`config.mk`:
```
export PLATFORM = sky130hd
export DESIGN_NAME = vkd_ctrl
export DESIGN_NICKNAME = d
export VERILOG_FILES = /design/src/sv/vkd_pkg.sv /design/src/sv/vkd_ctrl.sv
export SDC_FILE = /design/constraint.sdc
export NUM_CORES = 1
export LEC_CHECK = 0
export ABC_AREA = 1
export BUFFER_PORTS_ARGS = -buffer_cell sky130_fd_sc_hd__clkbuf_2
export CAP_MARGIN = 20
export CELL_PAD_IN_SITES_DETAIL_PLACEMENT = 1
export CELL_PAD_IN_SITES_GLOBAL_PLACEMENT = 2
export CORE_ASPECT_RATIO = 0.9
export CORE_MARGIN = 2
export CORE_UTILIZATION = 23
export CTS_CLUSTER_SIZE = 20
export DETAILED_ROUTE_END_ITERATION = 16
export PLACE_DENSITY_LB_ADDON = 0.12
export REMOVE_ABC_BUFFERS = 1
export SLEW_MARGIN = 20
export SYNTH_ARGS = -nofsm -noshare
export SYNTH_HDL_FRONTEND = slang
export SYNTH_SLANG_ARGS = --single-unit
```
`constraint.sdc`:
```
create_clock -name clock -period 1.7 [get_ports clock]
set_clock_uncertainty 0.05 [all_clocks]
set_input_delay 0.17 -clock clock [delete_from_list [all_inputs] [get_ports clock]]
set_output_delay 0.17 -clock clock [all_outputs]
set_load 0.02 [all_outputs]
```
`src/sv/vkd_pkg.sv`:
```
// ----------------------------------------------------------------------------
// vkd_pkg
// Shared types and constants of the vertex key de-duplication indexer: field
// widths, hash constants, response status codes, controller states, datapath
// operations and the status group returned by the datapath.
// ----------------------------------------------------------------------------
package vkd_pkg;

   // default table geometry
   localparam int DEF_TABLE_ENTRIES = 4096;
   localparam int DEF_INDEX_BITS    = 16;

   // stream field widths
   localparam int FIELD_W    = 16;
   localparam int VERTEX_W   = 12;
   localparam int REQ_DATA_W = 48;
   localparam int RSP_DATA_W = 64;
   localparam int RSP_USER_W = 3;
   localparam int RSP_PAD_W  = RSP_DATA_W - VERTEX_W - 3 * FIELD_W;

   // multiplicative hash with an xor-shift fold
   localparam int          HASH_W     = 64;
   localparam int          HALF_W     = HASH_W / 2;
   localparam logic [63:0] HASH_MULT  = 64'h9E37_79B9_7F4A_7C15;
   localparam int          HASH_SHIFT = 29;

   // remainder for table sizes that are not a power of two: four folds of the
   // upper half, a reciprocal estimate, then subtract and correct
   localparam int MOD_STEPS = 6;
   localparam int MOD_CNT_W = $clog2(MOD_STEPS);

   // response status codes
   typedef enum logic [1:0] {
      STATUS_OK      = 2'd0,
      STATUS_FULL    = 2'd1,
      STATUS_CLEARED = 2'd2
   } status_type;

   // controller states
   typedef enum logic [3:0] {
      ST_INIT_SWEEP,
      ST_IDLE,
      ST_CLR_SWEEP,
      ST_CLR_RSP,
      ST_MUL_LO,
      ST_MUL_CROSS_A,
      ST_MUL_CROSS_B,
      ST_MIX,
      ST_MOD,
      ST_READ,
      ST_EVAL
   } ctrl_state_type;

   // datapath operations, one per cycle
   typedef enum logic [3:0] {
      OP_IDLE,
      OP_LOAD,
      OP_MUL_LO,
      OP_MUL_CROSS_A,
      OP_MUL_CROSS_B,
      OP_MIX,
      OP_MOD,
      OP_READ,
      OP_NEXT,
      OP_INSERT,
      OP_RSP_HIT,
      OP_RSP_FULL,
      OP_RSP_CLEAR,
      OP_SWEEP
   } dp_op_type;

   // datapath status toward the controller
   typedef struct packed {
      logic need_mod;
      logic mod_last;
      logic sweep_last;
      logic slot_valid;
      logic key_match;
      logic table_full;
      logic probe_last;
      logic rsp_busy;
   } dp_status_type;

endpackage

```
`src/sv/vkd_ctrl.sv`:
```
// ----------------------------------------------------------------------------
// vkd_ctrl
// Controller of the indexer: sequences the clearing sweep, the multi-cycle
// hash and the linear probe loop, and issues one datapath operation a cycle.
// ----------------------------------------------------------------------------
module vkd_ctrl
   import vkd_pkg::*;
(
   input  logic          clock,
   input  logic          reset,
   input  logic          req_tvalid,
   input  logic          req_clear,
   output logic          req_tready,
   input  dp_status_type status,
   output dp_op_type     op
);

   ctrl_state_type state_ff;
   ctrl_state_type state_in;

   // state register
   always_ff @(posedge clock) begin
      if (reset) begin
         state_ff <= ST_INIT_SWEEP;
      end else begin
         state_ff <= state_in;
      end
   end

   // next state
   always_comb begin
      state_in = state_ff;
      case (state_ff)
         ST_INIT_SWEEP: begin
            if (status.sweep_last) state_in = ST_IDLE;
         end
         ST_IDLE: begin
            if (req_tvalid) begin
               state_in = req_clear ? ST_CLR_SWEEP : ST_MUL_LO;
            end
         end
         ST_CLR_SWEEP: begin
            if (status.sweep_last) state_in = ST_CLR_RSP;
         end
         ST_CLR_RSP: begin
            if (!status.rsp_busy) state_in = ST_IDLE;
         end
         ST_MUL_LO:      state_in = ST_MUL_CROSS_A;
         ST_MUL_CROSS_A: state_in = ST_MUL_CROSS_B;
         ST_MUL_CROSS_B: state_in = ST_MIX;
         ST_MIX: begin
            state_in = status.need_mod ? ST_MOD : ST_READ;
         end
         ST_MOD: begin
            if (status.mod_last) state_in = ST_READ;
         end
         ST_READ: state_in = ST_EVAL;
         ST_EVAL: begin
            if (status.slot_valid && !status.key_match && !status.probe_last) begin
               state_in = ST_EVAL;
            end else if (!status.rsp_busy) begin
               state_in = ST_IDLE;
            end
         end
         default: state_in = ST_INIT_SWEEP;
      endcase
   end

   // outputs
   always_comb begin
      op         = OP_IDLE;
      req_tready = 1'b0;
      case (state_ff)
         ST_INIT_SWEEP: op = OP_SWEEP;
         ST_IDLE: begin
            req_tready = 1'b1;
            if (req_tvalid) op = OP_LOAD;
         end
         ST_CLR_SWEEP: op = OP_SWEEP;
         ST_CLR_RSP: begin
            if (!status.rsp_busy) op = OP_RSP_CLEAR;
         end
         ST_MUL_LO:      op = OP_MUL_LO;
         ST_MUL_CROSS_A: op = OP_MUL_CROSS_A;
         ST_MUL_CROSS_B: op = OP_MUL_CROSS_B;
         ST_MIX:         op = OP_MIX;
         ST_MOD:         op = OP_MOD;
         ST_READ:        op = OP_READ;
         ST_EVAL: begin
            // occupied slot with another key: step on without waiting for output
            if (status.slot_valid && !status.key_match && !status.probe_last) begin
               op = OP_NEXT;
            end else if (!status.rsp_busy) begin
               if (!status.slot_valid) begin
                  op = status.table_full ? OP_RSP_FULL : OP_INSERT;
               end else if (status.key_match) begin
                  op = OP_RSP_HIT;
               end else begin
                  op = OP_RSP_FULL;
               end
            end
         end
         default: op = OP_IDLE;
      endcase
   end

endmodule

```
==> insert_results.sql <==
INSERT INTO impl_metrics (metric_group, metric, value, unit) VALUES
('global_route', 'grt_first_pass_wirelength', '2.28', 'mm'),
('critical_path', 'reg2reg_end', 'state_ff[0]', ''),
('clock_network', 'cts_buffer_depth', '2', ''),
('critical_path', 'cell_type_group_with_the_largest_total_delay_on_the_critical_path', 'flip-flops', ''),
('timing', 'layout_min_cycle_time', '1600', 'ps'),
('clock_network', 'cts_root_buffer', 'sky130_fd_sc_hd__clkbuf_4', ''),
('drt', 'avgRoutedWirePerCell', '11.1', 'um'),
('timing', 'worst_slew_pin_tran', '232', 'ps'),
('critical_path', 'critPathArrivalTime', '1380', 'ps'),
('critical_path', 'path_type_of_the_worst_setup_path', 'flip-flop to output pin', ''),
('synth', 'synth-edff-count', '0', ''),
('critical_path', 'crit_start', 'state_ff[3]', ''),
('synth', 'yosys-mux-area-fraction', '0', '%'),
('place', 'io_buffers', '16', ''),
('pwr', 'power_density', '739', 'mW/mm2'),
('worst_hold_path', 'worstHoldPathType', 'input pin to flip-flop', ''),
('floorplanning', 'die_area', '0.00230', 'mm2'),
('synth', 'syn_inst', '81', ''),
('timing', 'fin_crit_sh', '94.3', '%'),
('layout', 'largest_register_ff_count', '4', ''),
('synth', 'postSynthAreaPerCell', '5.48', 'um2'),
('layout', 'nets', '114', ''),
('critical_path', 'critical_path_required', '1480', 'ps'),
('synth', 'syn-cell-area', '444', 'um2'),
('timing', 'timing_max_transition_violations_final', '0', ''),
('global_route', 'first_global_vias', '569', ''),
('layout', 'largest_registers', 'state_ff (4)', ''),
('layout', 'n_antenna_cell', '0', ''),
('drt', 'avgViaCountPerCell', '4.39', ''),
('pwr', 'total_leakage_power', '0.306', 'nW'),
('pwr', 'max-vdd-ir-drop', '0.000245', 'V'),
('synth', 'xor_and_xnor_area_share_after_synthesis', '0', '%'),
('synth', 'synth_async_sr_flop_share', '0', '%'),
('place', 'detailed_place_hpwl', '1.22', 'mm'),
('synth', 'synth_area_in_compound_gates', '18.6', '%'),
('drt', 'detail_route.first_pass.iterations', '2', ''),
('drt', 'route.detailed.drc', '0', ''),
('drt', 'final_wirelength', '1.39', 'mm'),
('synth', 'ys_dominant_reg_cell', 'sky130_fd_sc_hd__dfxtp_1', ''),
('synth', 'area_share_of_fa_ha_maj_cells_after_synthesis', '0', '%'),
('timing', 'max_freq', '624', 'MHz'),
('synth', 'synth_cell_types', '17', ''),
('global_route', 'globalRouteTotalUtil', '13.3', '%'),
('synth', 'synth_seq_area_share', '18.0', '%'),
('floorplanning', 'die_width', '50.3', 'um'),
('clock_network', 'post-cts-setup-buffers', '0', ''),
('global_route', 'initial_antenna_violation_count', '0', ''),
('timing', 'report.final.setup_viol', '0', ''),
('outcome', 'status', 'completed', ''),
('place', 'globalplace.congestion', '0.740', ''),
('drt', 'ant_nets', '0', ''),
('place', 'place.detailed.instances', '122', ''),
('critical_path', 'crit_chain', 'inv_2 > nand2_1 > o21ai_0 > a21oi_1 > o21ai_1 > buf_2', ''),
('layout', 'drive_above_1_share', '41.0', '%'),
('critical_path', 'cp_num_buf_inv', '2', ''),
('floorplanning', 'area_inside_the_core_boundary', '0.00188', 'mm2'),
('timing', 'relSlewSlack', '84.6', '%'),
('synth', 'synth_simple_gate_area_share', '51.5', '%'),
('clock_network', 'cts_made_buffers', '3', ''),
('critical_path', 'critical_path_slowest_stage_cell', 'sky130_fd_sc_hd__dfxtp_2', ''),
('critical_path', 'worst_r2r_startpoint', 'state_ff[0]', ''),
('synth', 'ys_seq_elements', '4', ''),
('critical_path', 'reg2reg_setup_slack', '480', 'ps'),
('synth', 'yosys.cell_count.top_type', 'sky130_fd_sc_hd__nand2_1', ''),
('floorplanning', 'die_height', '45.7', 'um'),
('clock_network', 'clk_transition_reported_paths', '40', 'ps'),
('clock_network', 'cts_tree', 'built', ''),
('floorplanning', 'num_rows', '15', ''),
('critical_path', 'critPathMaxFanout', '5', ''),
('global_route', 'grt_start_max_net_pins', '7', ''),
('critical_path', 'crit_path_end_kind', 'output pin', '');
[cells by family (layout without fill, tap and decap cells)]
logic type | Yosys count | after routing
simple gates | 48 | 48
compound gates | 15 | 15
flops | 4 | 4
buf+inv | 14 | 33
[where the power goes]
part | leakage (nW) | switching, mW | internal [mW]
Sequential | 0.0343 | 0.0155 | 0.105
Combinational | 0.258 | 0.132 | 0.0707
Clock | 0.0138 | 0.0339 | 0.0786
Total | 0.306 | 0.182 | 0.255
[cell usage in the layout, fill, tap and decap left out]
cell,netlist,final
sky130_fd_sc_hd__nand2_1,19,19
sky130_fd_sc_hd__clkbuf_2,0,14
sky130_fd_sc_hd__inv_1,10,10
sky130_fd_sc_hd__nor2_2,7,7
sky130_fd_sc_hd__nand3_1,7,7
sky130_fd_sc_hd__nor2_1,8,7
sky130_fd_sc_hd__inv_2,4,4
sky130_fd_sc_hd__nand2_2,4,4
sky130_fd_sc_hd__o21ai_1,4,4
sky130_fd_sc_hd__o21ai_0,4,4
sky130_fd_sc_hd__a21oi_1,4,4
sky130_fd_sc_hd__dfxtp_2,0,4
sky130_fd_sc_hd__clkbuf_4,0,3
sky130_fd_sc_hd__nor2_4,1,2
sky130_fd_sc_hd__buf_2,0,2
sky130_fd_sc_hd__a22oi_1,1,1
sky130_fd_sc_hd__nand3b_1,1,1
sky130_fd_sc_hd__a21oi_2,1,1
sky130_fd_sc_hd__nor3_1,1,1
sky130_fd_sc_hd__o22ai_1,1,1
[area by class of cell]
| class | instances | area (um2) |
|---|---|---|
| clock buffer | 3 | 22.5 |
| fill | 255 | 1290 |
| inverter | 14 | 52.6 |
| multi-input combinational | 63 | 319 |
| sequential | 4 | 85.1 |
| tap | 25 | 31.3 |
| timing repair buffer | 16 | 80.1 |
[what timing repair did]
action / CTS / global route
endpoints found under the setup margin: 1 / 4
hold buffers: 0 / 0
pin swaps: 0 / 1
cloned: 0 / 0
resized for setup: 2 / 6
[worst min-delay path by stage]
stage	slack [ps]	cells after the start	start	endpoint
after global routing	110	2	reset	state_ff[1]
after detailed placement	350	2	reset	state_ff[1]
after CTS	110	2	reset	state_ff[1]
after global placement	350	2	reset	state_ff[1]
final	100	2	reset	state_ff[1]
after floorplan	180	1	reset	state_ff[1]
[stage by stage]
stage / area [um2] / worst slack [ps] / util [%] / TNS, ps / hold slack (ps)
2_1_floorplan: 444 / 255 / - / 0 / 182
3_3_place_gp: 556 / 197 / 29.6 / 0 / 351
3_5_place_dp: 556 / 226 / 29.6 / 0 / 349
4_1_cts: 584 / 10.1 / 31.1 / 0 / 109
5_1_grt: 591 / -52.9 / 31.5 / -61.8 / 107
6_report: 591 / 96.2 / 31.5 / 0 / 104
[layer usage]
layer | routed length, um | share of wire, % | global-route usage (%) | up-vias
met2 | 664 | 48 | 23.2 | 12
met4 | 0 | 0 | 5.95 | 0
met5 | 0 | 0 | 0 | -
li1 | - | - | - | 297
met1 | 683 | 49 | 16.2 | 240
met3 | 45 | 3.2 | 2.30 | 0
No activity file was read; power rests on OpenSTA's default activity.
